$ cat src/hw/rtl/arfp_pkg.sv
package arfp_pkg;

    localparam logic [7:0] CHAR_R     = 8'h52;
    localparam logic [7:0] CHAR_G     = 8'h47;
    localparam logic [7:0] CHAR_B     = 8'h42;
    localparam logic [7:0] DIGIT_BASE = 8'd48;
    localparam logic [7:0] WEIGHT_100 = 8'd100;
    localparam logic [7:0] WEIGHT_10  = 8'd10;

    // Frame layout: marker + 3 digits, four times
    localparam int          FRAME_LEN   = 16;
    localparam logic [3:0]  LAST_POS    = 4'(FRAME_LEN - 1);
    localparam int          NUM_FIELDS  = 4;
    localparam int          FIELD_DIGITS = 3;
    localparam int          NUM_CHARS   = NUM_FIELDS * FIELD_DIGITS;

    // Frame queue between front and back
    localparam int QUEUE_DEPTH = 2;
    localparam int QUEUE_AW    = $clog2(QUEUE_DEPTH);

    // Digit characters only; markers are reduced to the ok flag
    typedef struct packed {
        logic                      ok;
        logic [NUM_CHARS-1:0][7:0] chars;
    } t_frame;

    typedef struct packed {
        logic full;
        logic empty;
    } t_q_stat;

    // d1*100 + d2*10 + d3, all mod 256, digits unchecked
    function automatic logic [7:0] field_value(input logic [7:0] c0,
                                               input logic [7:0] c1,
                                               input logic [7:0] c2);
        logic [7:0] d0;
        logic [7:0] d1;
        logic [7:0] d2;
        logic [7:0] p0;
        logic [7:0] p1;
        d0 = c0 - DIGIT_BASE;
        d1 = c1 - DIGIT_BASE;
        d2 = c2 - DIGIT_BASE;
        p0 = 8'(d0 * WEIGHT_100);
        p1 = 8'(d1 * WEIGHT_10);
        return 8'(p0 + p1 + d2);
    endfunction

endpackage

$ cat src/hw/rtl/ascii_rgb_frame_parser_core.sv
// ASCII RGB frame parser. Bytes enter on i_rx_byte, one item per cycle at
// most, and are gathered into 16-character frames "Rddd" "Gddd" "Bddd"
// "Bddd". An 'R' anywhere restarts the frame at position 0. The 16th byte
// of a frame yields exactly one result item; all other bytes yield none.
// The result carries o_format_ok (markers R, G, B, B in place) and the
// four kept levels; on a format error the previous levels are reported
// unchanged. Each level is d1*100 + d2*10 + d3 mod 256 with each digit
// taken as (byte - 48) mod 256, unchecked. o_lamp_on is low only when all
// four levels are zero. Throughput is one byte per cycle while the frame
// queue is not full: the assembler front end never waits on conversion.
// A completed frame enters the two-entry frame queue at the edge that
// takes the closing byte and then moves into the output register. The
// input stalls only when the output is held back and two complete frames
// are already queued, which needs the output stalled for well over a
// frame's worth of bytes.
module ascii_rgb_frame_parser_core import arfp_pkg::*; (
    input  logic       i_clk,
    input  logic       i_rst_n,
    // byte channel
    input  logic       i_valid,
    output logic       o_stall,
    input  logic [7:0] i_rx_byte,
    // result channel
    output logic       o_valid,
    input  logic       i_stall,
    output logic       o_format_ok,
    output logic       o_lamp_on,
    output logic [7:0] o_red_level,
    output logic [7:0] o_green_level,
    output logic [7:0] o_blue_level,
    output logic [7:0] o_brightness_level
);

    // front end -> queue
    logic    push;
    t_frame  push_frame;
    // queue -> back end
    logic    pop;
    t_frame  head_frame;
    t_q_stat q_stat;

    // Front end: frame position tracking, character store, marker check.
    arfp_front u_front (
        .i_clk    (i_clk),
        .i_rst_n  (i_rst_n),
        .i_valid  (i_valid),
        .i_rx_byte(i_rx_byte),
        .o_stall  (o_stall),
        .i_q_stat (q_stat),
        .o_push   (push),
        .o_frame  (push_frame)
    );

    // Completed frames wait here so either side can stall on its own.
    arfp_queue u_queue (
        .i_clk  (i_clk),
        .i_rst_n(i_rst_n),
        .i_push (push),
        .i_frame(push_frame),
        .i_pop  (pop),
        .o_head (head_frame),
        .o_stat (q_stat)
    );

    // Back end: digit conversion, kept levels, output register.
    arfp_back u_back (
        .i_clk             (i_clk),
        .i_rst_n           (i_rst_n),
        .i_frame           (head_frame),
        .i_q_stat          (q_stat),
        .o_pop             (pop),
        .o_valid           (o_valid),
        .i_stall           (i_stall),
        .o_format_ok       (o_format_ok),
        .o_lamp_on         (o_lamp_on),
        .o_red_level       (o_red_level),
        .o_green_level     (o_green_level),
        .o_blue_level      (o_blue_level),
        .o_brightness_level(o_brightness_level)
    );

endmodule

$ cat src/hw/rtl/arfp_front.sv
module arfp_front import arfp_pkg::*; (
    input  logic    i_clk,
    input  logic    i_rst_n,
    input  logic    i_valid,
    input  logic [7:0] i_rx_byte,
    output logic    o_stall,
    input  t_q_stat i_q_stat,
    output logic    o_push,
    output t_frame  o_frame
);

    logic [3:0] r_pos;
    logic [3:0] n_pos;
    logic [3:0] wr_pos;
    logic       accept;
    logic       last;
    // position 15 is never stored: it is consumed straight from the input
    logic [7:0] r_buf [LAST_POS];

    assign o_stall = i_q_stat.full;
    assign accept  = i_valid && !i_q_stat.full;
    assign wr_pos  = (i_rx_byte == CHAR_R) ? 4'd0 : r_pos;
    assign last    = (wr_pos == LAST_POS);
    assign o_push  = accept && last;

    always_comb begin
        n_pos = r_pos;
        if (accept) begin
            n_pos = last ? 4'd0 : 4'(wr_pos + 4'd1);
        end
    end

    always_ff @(posedge i_clk) begin
        if (!i_rst_n) begin
            r_pos <= 4'd0;
        end else begin
            r_pos <= n_pos;
        end
    end

    always_ff @(posedge i_clk) begin
        if (accept && !last) begin
            r_buf[wr_pos] <= i_rx_byte;
        end
    end

    assign o_frame.ok = (r_buf[0] == CHAR_R) && (r_buf[4] == CHAR_G) &&
                        (r_buf[8] == CHAR_B) && (r_buf[12] == CHAR_B);

    // digit k sits at frame position k + k/3 + 1
    for (genvar k = 0; k < NUM_CHARS - 1; k++) begin : g_chars
        localparam int POS = k + k / FIELD_DIGITS + 1;
        assign o_frame.chars[k] = r_buf[POS];
    end
    assign o_frame.chars[NUM_CHARS-1] = i_rx_byte;

endmodule

$ cat src/hw/rtl/arfp_queue.sv
module arfp_queue import arfp_pkg::*; (
    input  logic    i_clk,
    input  logic    i_rst_n,
    input  logic    i_push,
    input  t_frame  i_frame,
    input  logic    i_pop,
    output t_frame  o_head,
    output t_q_stat o_stat
);

    t_frame              r_mem [QUEUE_DEPTH];
    logic [QUEUE_AW-1:0] r_wr_ptr;
    logic [QUEUE_AW-1:0] r_rd_ptr;
    logic [QUEUE_AW:0]   r_count;
    logic [QUEUE_AW:0]   n_count;

    assign o_stat.full  = (r_count == (QUEUE_AW+1)'(QUEUE_DEPTH));
    assign o_stat.empty = (r_count == '0);
    assign o_head       = r_mem[r_rd_ptr];

    always_comb begin
        n_count = r_count;
        if (i_push && !i_pop) begin
            n_count = r_count + (QUEUE_AW+1)'(1);
        end else if (i_pop && !i_push) begin
            n_count = r_count - (QUEUE_AW+1)'(1);
        end
    end

    always_ff @(posedge i_clk) begin
        if (!i_rst_n) begin
            r_wr_ptr <= '0;
            r_rd_ptr <= '0;
            r_count  <= '0;
        end else begin
            r_count <= n_count;
            if (i_push) begin
                r_wr_ptr <= r_wr_ptr + 1'b1;
            end
            if (i_pop) begin
                r_rd_ptr <= r_rd_ptr + 1'b1;
            end
        end
    end

    always_ff @(posedge i_clk) begin
        if (i_push) begin
            r_mem[r_wr_ptr] <= i_frame;
        end
    end

endmodule

$ cat src/hw/rtl/arfp_back.sv
module arfp_back import arfp_pkg::*; (
    input  logic       i_clk,
    input  logic       i_rst_n,
    input  t_frame     i_frame,
    input  t_q_stat    i_q_stat,
    output logic       o_pop,
    output logic       o_valid,
    input  logic       i_stall,
    output logic       o_format_ok,
    output logic       o_lamp_on,
    output logic [7:0] o_red_level,
    output logic [7:0] o_green_level,
    output logic [7:0] o_blue_level,
    output logic [7:0] o_brightness_level
);

    logic [NUM_FIELDS-1:0][7:0] fv;
    logic [NUM_FIELDS-1:0][7:0] r_kept;
    logic [NUM_FIELDS-1:0][7:0] n_kept;
    logic                       r_valid;
    logic                       n_valid;
    logic                       r_ok;
    logic                       r_lamp;

    for (genvar f = 0; f < NUM_FIELDS; f++) begin : g_conv
        assign fv[f] = field_value(i_frame.chars[f*FIELD_DIGITS],
                                   i_frame.chars[f*FIELD_DIGITS+1],
                                   i_frame.chars[f*FIELD_DIGITS+2]);
    end

    // output slot free or being emptied this cycle
    assign o_pop = !i_q_stat.empty && (!r_valid || !i_stall);

    always_comb begin
        n_kept  = r_kept;
        n_valid = r_valid && i_stall;
        if (o_pop) begin
            n_valid = 1'b1;
            if (i_frame.ok) begin
                n_kept = fv;
            end
        end
    end

    always_ff @(posedge i_clk) begin
        if (!i_rst_n) begin
            r_valid <= 1'b0;
            r_kept  <= '0;
        end else begin
            r_valid <= n_valid;
            r_kept  <= n_kept;
        end
    end

    always_ff @(posedge i_clk) begin
        if (o_pop) begin
            r_ok   <= i_frame.ok;
            r_lamp <= (n_kept != '0);
        end
    end

    assign o_valid            = r_valid;
    assign o_format_ok        = r_ok;
    assign o_lamp_on          = r_lamp;
    assign o_red_level        = r_kept[0];
    assign o_green_level      = r_kept[1];
    assign o_blue_level       = r_kept[2];
    assign o_brightness_level = r_kept[3];

endmodule

$ cat config.mk
export PLATFORM = sky130hd
export DESIGN_NAME = ascii_rgb_frame_parser_core
export DESIGN_NICKNAME = d
export VERILOG_FILES = /design/src/hw/rtl/arfp_pkg.sv /design/src/hw/rtl/ascii_rgb_frame_parser_core.sv /design/src/hw/rtl/arfp_front.sv /design/src/hw/rtl/arfp_queue.sv /design/src/hw/rtl/arfp_back.sv
export SDC_FILE = /design/constraint.sdc
export NUM_CORES = 1
export LEC_CHECK = 0
export ABC_AREA = 1
export CAP_MARGIN = 40
export CORE_MARGIN = 2
export CORE_UTILIZATION = 60
export DETAILED_ROUTE_END_ITERATION = 7
export DONT_BUFFER_PORTS = 1
export GPL_TIMING_DRIVEN = 0
export MAX_ROUTING_LAYER = met4
export PLACE_DENSITY = 0.72
export SLEW_MARGIN = 0
export SYNTH_ARGS = -nofsm -noshare
export SYNTH_HDL_FRONTEND = slang
export SYNTH_SLANG_ARGS = --single-unit
$ cat constraint.sdc
create_clock -name i_clk -period 7 [get_ports i_clk]
set_input_delay 0.7 -clock i_clk [delete_from_list [all_inputs] [get_ports i_clk]]
set_output_delay 0.7 -clock i_clk [all_outputs]
set_load 0.02 [all_outputs]
Yosys cells after proc, flatten, opt, wreduce, memory -nomap -nowiden
Memory sizes are Yosys's and may differ from the RTL's. A register that Yosys moved wholly into a read port is not among the register bits.
Index checks and enable logic that the tools add are counted.
- reduce and logical (&&, ||, !) cells: 21
- add/subtract/negate cells: 25
- equal/unequal tests: 7
- muxes and demuxes: 13
- $mul: 8
- operators by type and width (kind ; count):
    8-bit by 6-bit subtractor with 8-bit output, second input constant ; 12
    8-bit adder ; 8
    32-bit two-way mux ; 2
    8-bit by 7-bit equality test with 1-bit output, second input constant ; 5
    8-bit by 3-bit multiplier with 7-bit output, second input constant ; 4
    8-bit by 5-bit multiplier with 6-bit output, second input constant ; 4
    32-bit nonzero test ; 1
    1-bit logical AND ; 10
    4-bit two-way mux ; 2
    1-bit zero test ; 7
    1-bit two-way mux ; 7
    4-bit by 1-bit adder with 4-bit output, second input constant ; 1
    4-bit equality test, second input constant ; 1
    2-bit two-way mux ; 2
    1-bit adder, second input constant ; 2
    2-bit by 1-bit adder with 2-bit output, second input constant ; 1
    2-bit equality test, second input constant ; 1
    2-bit zero test ; 1
    2-bit nonzero test ; 1
    2-bit by 1-bit subtractor with 2-bit output, second input constant ; 1
    1-bit logical OR ; 1
- memories kept: 2
- output and inout port bits: 36
- memory bits (writable): 314
- register bits after elaboration: 43
- word-level logic and storage cells: 87
- memory list (name ; words ; width ; read ports ; clocked after memory_dff ; wr ports ; RTL line ; RTL):
    u_queue.r_mem ; 2 ; 97 ; 1 ; 1 ; 1 ; arfp_queue.sv:11 ; t_frame r_mem [QUEUE_DEPTH];
    u_front.r_buf ; 15 ; 8 ; 15 ; 0 ; 1 ; arfp_front.sv:18 ; logic [7:0] r_buf [LAST_POS];

Longest topological paths before layout
Gate-level depths: netlist (run 1).
- depth after elaboration: 8
- gate-level depth with buffers: 30
- depth with buffers taken out: 28

Hierarchy
From an unflattened synthesis (run 1), not the netlist that was laid out.
- cell total of the unflattened synthesis: 1235
- area, all modules: 16304.4 µm²
- modules (own cells, without submodules) (module ; instances ; seq. area each (µm²) ; area an instance (µm²) ; cells an instance):
    arfp_queue ; 1 ; 5925.7 ; 7344.5 ; 337
    arfp_back ; 1 ; 720.7 ; 4702.0 ; 668
    arfp_front ; 1 ; 3683.5 ; 4257.8 ; 230

Worst setup path after synthesis (run 1)
No wires, ideal clock.
- path kind: in2reg
- start point: input i_rx_byte[6]
- end point: memory u_queue.r_mem[1][0] (netlist name) (enable)
- arrival: 5.074 ns
- stages on the path: 10
- slack: 1.396 ns
- data required time: 6.470 ns
- cells stage by stage: nand2_1 > nor3_1 > nand3_1 > inv_1 > nor2_1 > ha_1 > inv_1 > nor2_1 > nand2_1 > nor2_1
- word-level cells in the longest chain between the ends: 6
- ends and longest elaborated chain (element ; RTL line ; RTL):
    start, declared ; ascii_rgb_frame_parser_core.sv:22 ; input logic [7:0] i_rx_byte,
    8-bit by 7-bit equality test with 1-bit output ; arfp_front.sv:22 ; assign wr_pos = (i_rx_byte == CHAR_R) ? 4'd0 : r_pos;
    4-bit two-way mux ; arfp_front.sv:22 ;
    4-bit equality test ; arfp_front.sv:23 ; assign last = (wr_pos == LAST_POS);
    1-bit logical AND ; arfp_front.sv:24 ; assign o_push = accept && last;
    1-bit two-way mux ; arfp_queue.sv:47 ; if (i_push) begin
    1-bit two-way mux (not written as such) ; arfp_queue.sv:48 ; r_mem[r_wr_ptr] <= i_frame;
    end, declared ; arfp_queue.sv:11 ;
No other way between the ends.

==> flow_metrics.py, run 1 <==
metrics = {
    "status": {
        "status": "finished clean",
    },
    "clocking": {
        "post_cts_buffers": 0,
        "clockRootBuffer": "clkbuf_16",
        "worstSkewPairLatency_ns": 0.56,
        "cts.sinks": 322,
        "clock_path_buffers": 3,
        "cts_tree": "built",
        "clk_pin_slew_worst_paths_ns": 0.06,
        "cts_hold_buffers": 0,
        "htreeDepth": 1,
        "numCtsBuffers": 31,
        "cts_resized": 0,
    },
    "setup_path": {
        "cp-start-kind": "register",
        "slowest_delay_ns": 0.52,
        "crit_path_end_kind": "register",
        "crit_fanout": 10,
        "cp.arrival_ns": 6.02,
        "critical_path_class": "register to register",
        "crit_slowest_cell": "fa_1",
        "critical_path_required_ns": 7.27,
        "cp_common_cell": "nand2_1",
    },
    "sta": {
        "rsz0062_at_grt": "no",
        "final_hold_viol_count": 0,
        "final.setup.tns_ns": 0,
        "slew_headroom": 0.438,
        "worst_slew_pin_slew_ns": 0.841,
        "setup_violations": 0,
        "drv_slew": 0,
        "post-route-min-period_ns": 5.75,
        "clock_skew_ns": 0.0162,
        "period_share": 0.821,
        "fmax_mhz": 174,
    },
    "synthesis": {
        "yosys_warnings": 0,
        "synth-seq-cells": 322,
        "ys_seq_area_frac": 0.628,
        "syn_nets": 1404,
        "syn_area_um2": 14700,
        "syn_avg_cell_area_um2": 11.6,
        "synthDistinctLibCells": 38,
        "netlist_instances": 1271,
    },
    "finish": {
        "final_area_um2": 16200,
        "fillers": 1727,
        "final_nets": 1444,
        "diodes": 0,
        "drive_above_1_share": 0.0749,
        "final_util": 0.672,
        "final_common_cell": "nand2_1",
        "syn_to_final_growth_pct": 10.3,
        "regArea_um2": 9250,
        "most-common-layout-cells": "nand2_1 (362), edfxtp_1 (280), inv_1 (138), ha_1 (93), nor2_1 (75)",
        "multi_input_area_um2": 4780,
    },
    "die": {
        "dieArea_um2": 25800,
        "core-area_um2": 24200,
        "fp.dieH_um": 161,
        "initial_core_util": 0.609,
        "core.rowCount": 57,
        "die_w_um": 161,
        "ios": 48,
    },
    "drt": {
        "wl_per_cell_um": 18.3,
        "drcViolationCount": 0,
        "drt-initial-drc-count": 714,
        "dr.pass1.iters": 6,
        "wl_um": 30400,
        "ant_nets": 0,
        "vias_per_cell": 5.33,
        "vias": 8845,
    },
    "place": {
        "dp_hpwl_um": 20800,
        "place_congestion": 0.897,
        "placed_cell_area_um2": 15300,
        "io_buffers": 0,
    },
    "grt": {
        "grt_use_total": 0.248,
        "antenna_found_initial": 0,
        "overflow": 0,
        "grt_max_degree": 29,
        "grt_pass1_vias": 8606,
        "grt_pass1_wl_um": 46900,
    },
    "job": {
        "maxCapViolations": 0,
    },
    "worst_hold_path": {
        "hold_path.class": "input port to register",
    },
}
[critical path: cells and delay by family (launching register included)]
family | cells | cell delay [ns]
adders and majority gates | 6 | 2.23
buffers and inverters | 9 | 1.44
and+or+nand+nor | 14 | 1.18
DFF | 1 | 0.40
AOI/OAI and AO/OA | 1 | 0.21
[routing by layer]
metal  up-vias  track usage  wire [um]
met2       231        0.404      14500
li1       4339            -          -
met3        47       0.0426       1980
met4         0       0.0602        620
met5         -            -          0
met1      4228        0.329      13300
[per-stage QoR]
stage / worst slack [ns] / hold slack (ns) / cells
2_1_floorplan: 1.40 / 0.421 / 1271
3_3_place_gp: -0.979 / 0.421 / 1595
3_5_place_dp: 1.31 / 0.429 / 1602
4_1_cts: 1.24 / 0.224 / 1659
5_1_grt: 0.823 / 0.219 / 1659
6_report: 1.25 / 0.239 / 1659
[flip-flops by register name, summed over array words and instances, names as in the netlist, named ones only]
signal and flops:
u_back.o_blue_level 8, u_back.o_brightness_level 8, u_back.o_format_ok 1, u_back.o_green_level 8, u_back.o_lamp_on 1, u_back.o_red_level 8
u_back.o_valid 1, u_front.r_buf 108, u_front.r_pos 4, u_queue.r_count 2, u_queue.r_mem 170, u_queue.r_rd_ptr 1
u_queue.r_wr_ptr 1
[synth_stat cells]
library cell,number,share of area
nand3_1,54,0.018
xnor2_1,19,0.011
clkinv_1,1,0.00025
buf_6,6,0.0046
nand3_2,1,0.00068
nor3_1,1,0.00034
or2_2,14,0.0059
edfxtp_1,280,0.57
o21a_1,2,0.0010
mux2i_1,12,0.0082
nand3b_1,11,0.0056
a21oi_1,28,0.0095
o21ai_1,12,0.0041
nand4_1,3,0.0013
dfxtp_1,42,0.057
and2_1,1,0.00043
a21o_1,2,0.0010
o211ai_1,1,0.00051
o21ai_2,6,0.0036
o21ai_0,31,0.011
nor2_1,77,0.020
nand2_2,6,0.0025
a31oi_1,2,0.00085
nor2_2,1,0.00043
ha_1,93,0.079
inv_1,138,0.035
nand2_1,362,0.092
a21boi_0,1,0.00051
inv_2,3,0.00076
fa_1,28,0.038
nand2_4,1,0.00076
buf_2,5,0.0017
xor2_1,9,0.0054
clkbuf_1,11,0.0028
a21oi_4,1,0.0011
buf_8,2,0.0020
nor4_1,2,0.00085
buf_4,2,0.0010
[logic make-up after synthesis]
family                     synth area share
and+or+nand+nor                       0.149
DFF                                   0.628
xor gates and xnor gates             0.0167
AOI/OAI and AO/OA                    0.0327
muxes                               0.00816
adders and majority gates             0.117
buffers and inverters                0.0483
[path summary, 6_finish.rpt]
path	from	endpoint	slack (ns)	depth (start not counted)
worst max register to register	register	u_back.o_lamp_on	1.25	30
worst min register to register	u_front.r_buf[13][3]	u_queue.r_mem[0][75]	0.44	0
worst max-delay path	register	u_back.o_lamp_on	1.25	30
worst min-delay path	i_rx_byte[6]	u_front.r_buf[6][6]	0.24	0
[cell type report]
type / count / area share
Buffer: 26 / 0.0110
Clock buffer: 37 / 0.0491
Clock inverter: 20 / 0.00939
Inverter: 142 / 0.0328
Multi-Input combinational cell: 781 / 0.294
Sequential cell: 322 / 0.569
Tap cell: 324 / 0.0249
Timing Repair Buffer: 7 / 0.00924
Power of run 1 is not shown: default switching activity piles up to over one toggle a cycle in this logic, so the estimate is an artifact.
==> run 2, diff against run 1 <==
--- a/config.mk
+++ b/config.mk
@@ -8,7 +8,7 @@
 export ABC_AREA = 1
 export CAP_MARGIN = 40
 export CORE_MARGIN = 2
-export CORE_UTILIZATION = 60
+export CORE_UTILIZATION = 58
 export DETAILED_ROUTE_END_ITERATION = 7
 export DONT_BUFFER_PORTS = 1
 export GPL_TIMING_DRIVEN = 0
==> constraint.sdc (replaced) <==
create_clock -name i_clk -period 4.74 [get_ports i_clk]
set_input_delay 0.474 -clock i_clk [delete_from_list [all_inputs] [get_ports i_clk]]
set_output_delay 0.474 -clock i_clk [all_outputs]
set_load 0.02 [all_outputs]
==> run 2 against run 1 <==
Global-route usage barely moved. Worst hold slack got worse by 0.19 ns. Wire length is 4.0% higher. Worst setup slack got worse by 1.1 ns. Sequential share of layout area shrank 2.4 points. Sequential cell count unchanged. Final cell count up 1.1%. Largest cell class unchanged. Highest routed layer unchanged.
==> flow_metrics.py, run 2 (synthesized netlist as in run 1, its figures left out) <==
metrics = {
    "sta": {
        "worst_slew_pin_slew_ns": 0.821,
        "fin_hold_ws_ns": 0.0526,
        "period_share": 0.968,
        "setup_violations": 0,
        "final_hold_viol_count": 0,
        "slew_headroom": 0.451,
        "drv_slew": 0,
        "post-route-min-period_ns": 4.59,
        "final.setup.tns_ns": 0,
        "clock_skew_ns": 0.0150,
        "fmax_mhz": 218,
    },
    "grt": {
        "overflow": 0,
        "grt_pass1_wl_um": 47800,
        "grt_use_total": 0.247,
        "antenna_found_initial": 1,
        "grt_pass1_vias": 8836,
        "grt_max_degree": 28,
    },
    "drt": {
        "dr.pass1.iters": 5,
        "drcViolationCount": 0,
        "vias": 9083,
        "vias_per_cell": 5.42,
        "ant_nets": 0,
        "wl_um": 31600,
        "wl_per_cell_um": 18.8,
        "drt-initial-drc-count": 610,
    },
    "setup_path": {
        "crit_slowest_cell": "fa_2",
        "r2r_cells": 29,
        "critical_path_class": "register to register",
        "cp_common_cell": "nand2_1",
        "crit_path_end_kind": "register",
        "slowest_delay_ns": 0.51,
        "crit_fanout": 10,
        "cp.arrival_ns": 4.85,
        "critical_path_required_ns": 5.00,
        "r2r_slack_ns": 0.15,
        "r2r-end": "u_back.o_lamp_on",
        "cp-start-kind": "register",
    },
    "finish": {
        "largest_reg_flops": 170,
        "most-common-layout-cells": "nand2_1 (349), edfxtp_1 (280), inv_1 (138), ha_1 (75), nor2_1 (73)",
        "reg.largest.list": "u_queue.r_mem (170), u_front.r_buf (108)",
        "final_nets": 1457,
        "final_common_cell": "nand2_1",
        "regMostFlops": "u_queue.r_mem",
        "syn_to_final_growth_pct": 15.2,
        "diodes": 0,
        "final_area_um2": 17000,
        "drive_above_1_share": 0.131,
    },
    "die": {
        "core.rowCount": 58,
        "dieArea_um2": 26700,
        "fp.dieH_um": 163,
        "initial_core_util": 0.588,
        "die_w_um": 163,
        "ios": 48,
        "core-area_um2": 25000,
    },
    "worst_hold_path": {
        "hold_path.class": "input port to register",
        "hp-start": "i_rx_byte[6]",
        "hold_end": "u_front.r_buf[2][6]",
        "holdPathStages": 0,
    },
    "clocking": {
        "cts.sinks": 322,
        "cts_tree": "built",
        "numCtsBuffers": 34,
        "clock_path_buffers": 3,
        "htreeDepth": 2,
        "clockRootBuffer": "clkbuf_16",
        "worstSkewPairLatency_ns": 0.52,
        "clk_pin_slew_worst_paths_ns": 0.06,
    },
    "place": {
        "dp_hpwl_um": 21100,
        "io_buffers": 0,
        "placed_cell_area_um2": 15300,
        "place_congestion": 0.865,
    },
    "status": {
        "status": "finished clean",
    },
    "job": {
        "maxCapViolations": 0,
    },
}
-- run 2: cell count changes in the layout (fill, tap and decap cells not counted), sizes merged --
| cell | change |
|---|---|
| bufinv | +1 |
| clkinvlp | -1 |
| clkbuf | +6 |
| inv | +1 |
| buf | +13 |
| clkinv | -8 |
-- run 2: per-stage QoR --
stage | setup WS [ns] | cells | util
2_1_floorplan | 0.0608 | 1271 | -
3_3_place_gp | -0.678 | 1601 | 0.605
3_5_place_dp | -0.802 | 1608 | 0.611
4_1_cts | 0.000824 | 1673 | 0.663
5_1_grt | -0.0729 | 1677 | 0.678
6_report | 0.151 | 1677 | 0.678
-- run 2: how the worst max path moves through the flow --
stage,startpoint,to,slack (ns)
final,register,u_back.o_lamp_on,0.15
after global routing,register,u_back.o_lamp_on,-0.07
after CTS,register,u_back.o_lamp_on,0.0008
after detailed placement,register,u_back.o_lamp_on,-0.80
after global placement,register,u_back.o_lamp_on,-0.68
after floorplan,register,u_back.o_lamp_on,0.06
-- run 2: per-layer routing --
metal | vias up | share of wire | global-route usage
met2 | 267 | 0.50 | 0.418
li1 | 4363 | - | -
met5 | - | 0 | -
met4 | 0 | 0.028 | 0.0752
met3 | 67 | 0.064 | 0.0465
met1 | 4386 | 0.41 | 0.305
-- run 2: final cells by class --
type	instances	area (um^2)
Buffer	24	280
Clock buffer	46	970
Clock inverter	13	151
Fill cell	1773	8070
Inverter	142	538
Multi-Input combinational cell	781	5090
Sequential cell	322	9250
Tap cell	330	413
Timing Repair Buffer	19	263
-- run 2: what timing repair did --
action / CTS / global route
pin swaps: 0 / 11
hold buffers: 0 / 0
cloned: 0 / 1
setup buffers: 8 / 3
endpoints found under the setup margin: 5 / 4
gates resized for setup: 32 / 70
-- run 2: worst max-delay path: cells and delay by family, from the launching register on --
family	cells	cell delay, ns
adders and majority gates	6	2.02
and+or+nand+nor	14	0.99
buffers and inverters	8	0.77
DFF	1	0.37
AOI/OAI and AO/OA	1	0.18
Power of run 2 is left out for the same reason.
==> run 3, diff against run 2 <==
--- a/config.mk
+++ b/config.mk
@@ -14,6 +14,7 @@
 export GPL_TIMING_DRIVEN = 0
 export MAX_ROUTING_LAYER = met4
 export PLACE_DENSITY = 0.72
+export REMOVE_ABC_BUFFERS = 1
 export SLEW_MARGIN = 0
 export SYNTH_ARGS = -nofsm -noshare
 export SYNTH_HDL_FRONTEND = slang
==> run 3 against run 2 <==
First-iteration DRC count is 11% higher. Worst setup slack worse by 0.023 ns. Clock-buffer cell count unchanged. Critical path depth decreased by 7. Clock skew is 0.00097 ns lower. Maximum frequency down 0.50%. Utilization is essentially flat. Cell area is essentially flat. Wire length shrank 5.0%. Via count shrank 1.8%. Critical endpoint unchanged.
==> flow_metrics.py, run 3 (synthesized netlist as in run 1, its figures left out) <==
metrics = {
    "grt": {
        "grt_pass1_wl_um": 45500,
        "grt_use_total": 0.233,
        "antenna_found_initial": 0,
        "grt_pass1_vias": 8718,
        "grt_max_degree": 32,
        "overflow": 0,
    },
    "drt": {
        "ant_nets": 0,
        "drcViolationCount": 0,
        "drt-initial-drc-count": 677,
        "wl_um": 30000,
        "vias": 8915,
        "wl_per_cell_um": 18.0,
        "vias_per_cell": 5.34,
        "dr.pass1.iters": 5,
    },
    "clocking": {
        "cts.sinks": 322,
        "cts_tree": "built",
        "clk_pin_slew_worst_paths_ns": 0.06,
        "clockRootBuffer": "clkbuf_16",
        "htreeDepth": 2,
        "cts_hold_buffers": 0,
        "worstSkewPairLatency_ns": 0.51,
        "numCtsBuffers": 34,
        "clock_path_buffers": 3,
    },
    "sta": {
        "clock_skew_ns": 0.0140,
        "post-route-min-period_ns": 4.61,
        "setup_violations": 0,
        "final_hold_viol_count": 0,
        "final.setup.tns_ns": 0,
        "period_share": 0.973,
        "worst_slew_pin_slew_ns": 0.889,
        "drv_slew": 0,
        "fmax_mhz": 217,
        "slew_headroom": 0.405,
    },
    "setup_path": {
        "critical_path_required_ns": 4.99,
        "crit_slowest_cell": "fa_1",
        "cp.arrival_ns": 4.87,
        "r2r_slack_ns": 0.13,
        "crit_fanout": 5,
        "cp_cell_sequence": "buf_16 > buf_4 > nand2_1 > nand2_2 > ha_1 > ha_2 > fa_1 > inv_1 > fa_1 > fa_1 > inv_1 > ha_4 > a21oi_1 > nand3b_1 > nand2_1 > inv_1 > nor2_1 > nand3_1 > nor2_2 > nand2_1 > nor2_2 > nand2_1",
        "crit_path_end_kind": "register",
        "slowest_delay_ns": 0.51,
        "cp-start-kind": "register",
        "cp_common_cell": "nand2_1",
        "critical_path_class": "register to register",
    },
    "finish": {
        "diodes": 0,
        "regArea_um2": 9250,
        "final_nets": 1445,
        "multi_input_area_um2": 5080,
        "most-common-layout-cells": "nand2_1 (353), edfxtp_1 (280), inv_1 (138), ha_1 (76), nor2_1 (72)",
        "drive_above_1_share": 0.123,
        "syn_to_final_growth_pct": 15.2,
        "regMostFlops": "u_queue.r_mem",
        "final_common_cell": "nand2_1",
        "reg.largest.list": "u_queue.r_mem (170), u_front.r_buf (108)",
        "largest_reg_flops": 170,
        "fillers": 1744,
    },
    "die": {
        "die_w_um": 163,
        "core-area_um2": 25000,
        "dieArea_um2": 26700,
        "initial_core_util": 0.588,
        "fp.dieH_um": 163,
        "core.rowCount": 58,
        "ios": 48,
    },
    "status": {
        "status": "finished clean",
    },
    "job": {
        "maxCapViolations": 0,
    },
    "place": {
        "dp_hpwl_um": 18000,
        "place_congestion": 0.838,
        "io_buffers": 0,
    },
    "worst_hold_path": {
        "hold_path.class": "input port to register",
    },
}
[run 3: changes by cell type in the layout (fill, tap and decap cells not counted), moves of 4 or more]
| cell | previous run | this run |
|---|---|---|
| clkbuf_1 | 11 | 7 |
| xnor2_2 | 4 | 0 |
| xnor2_1 | 15 | 19 |
| nand2_1 | 349 | 353 |
| clkinvlp_4 | 1 | 7 |
[run 3: critical path: cells and delay by family, from the launching register on]
family | cells | cell delay [ns]
flops | 1 | 0.37
fa+ha+maj | 6 | 2.17
buf+inv | 5 | 0.46
simple gates | 10 | 1.29
compound gates | 1 | 0.04
[run 3: cell type report]
class / instances / share of cell area
Clock buffer: 46 / 0.0577
Clock inverter: 16 / 0.0101
Inverter: 142 / 0.0330
Multi-Input combinational cell: 781 / 0.299
Sequential cell: 322 / 0.545
Tap cell: 330 / 0.0243
Timing Repair Buffer: 29 / 0.0295
Timing Repair inverter: 2 / 0.00118
[run 3: final timing paths]
kind | to | depth (start not counted) | from
max | u_back.o_lamp_on | 22 | register
min | u_front.r_buf[6][6] | 0 | i_rx_byte[6]
max reg2reg | u_back.o_lamp_on | 22 | register
min reg2reg | u_queue.r_mem[1][52] | 0 | u_front.r_buf[9][4]
[run 3: metal layers]
metal / part of all wire / vias to the layer above / track usage
met5: 0 / - / -
met4: 0.026 / 0 / 0.0708
met3: 0.068 / 67 / 0.0376
met2: 0.49 / 271 / 0.391
met1: 0.41 / 4224 / 0.295
li1: - / 4353 / -
[run 3: per-stage QoR]
step | utilization | cell area (um^2) | setup slack [ns] | hold WS (ns) | std cells
detailed placement | 0.608 | 15200 | -1.09 | 0.430 | 1586
CTS | 0.663 | 16600 | 0.00273 | 0.0395 | 1659
global placement | 0.598 | 15000 | -5.05 | 0.421 | 1575
floorplan | - | 14500 | -2.20 | 0.421 | 1245
global route | 0.678 | 17000 | -0.0335 | 0.0392 | 1668
finish | 0.678 | 17000 | 0.128 | 0.0551 | 1668
[run 3: what timing repair did]
item | in CTS | in global routing
gates cloned | 4 | 2
setup buffers | 7 | 7
setup endpoints to repair | 9 | 1
resized for setup | 17 | 45
pin swaps | 1 | 19
Power of run 3 is left out for the same reason.
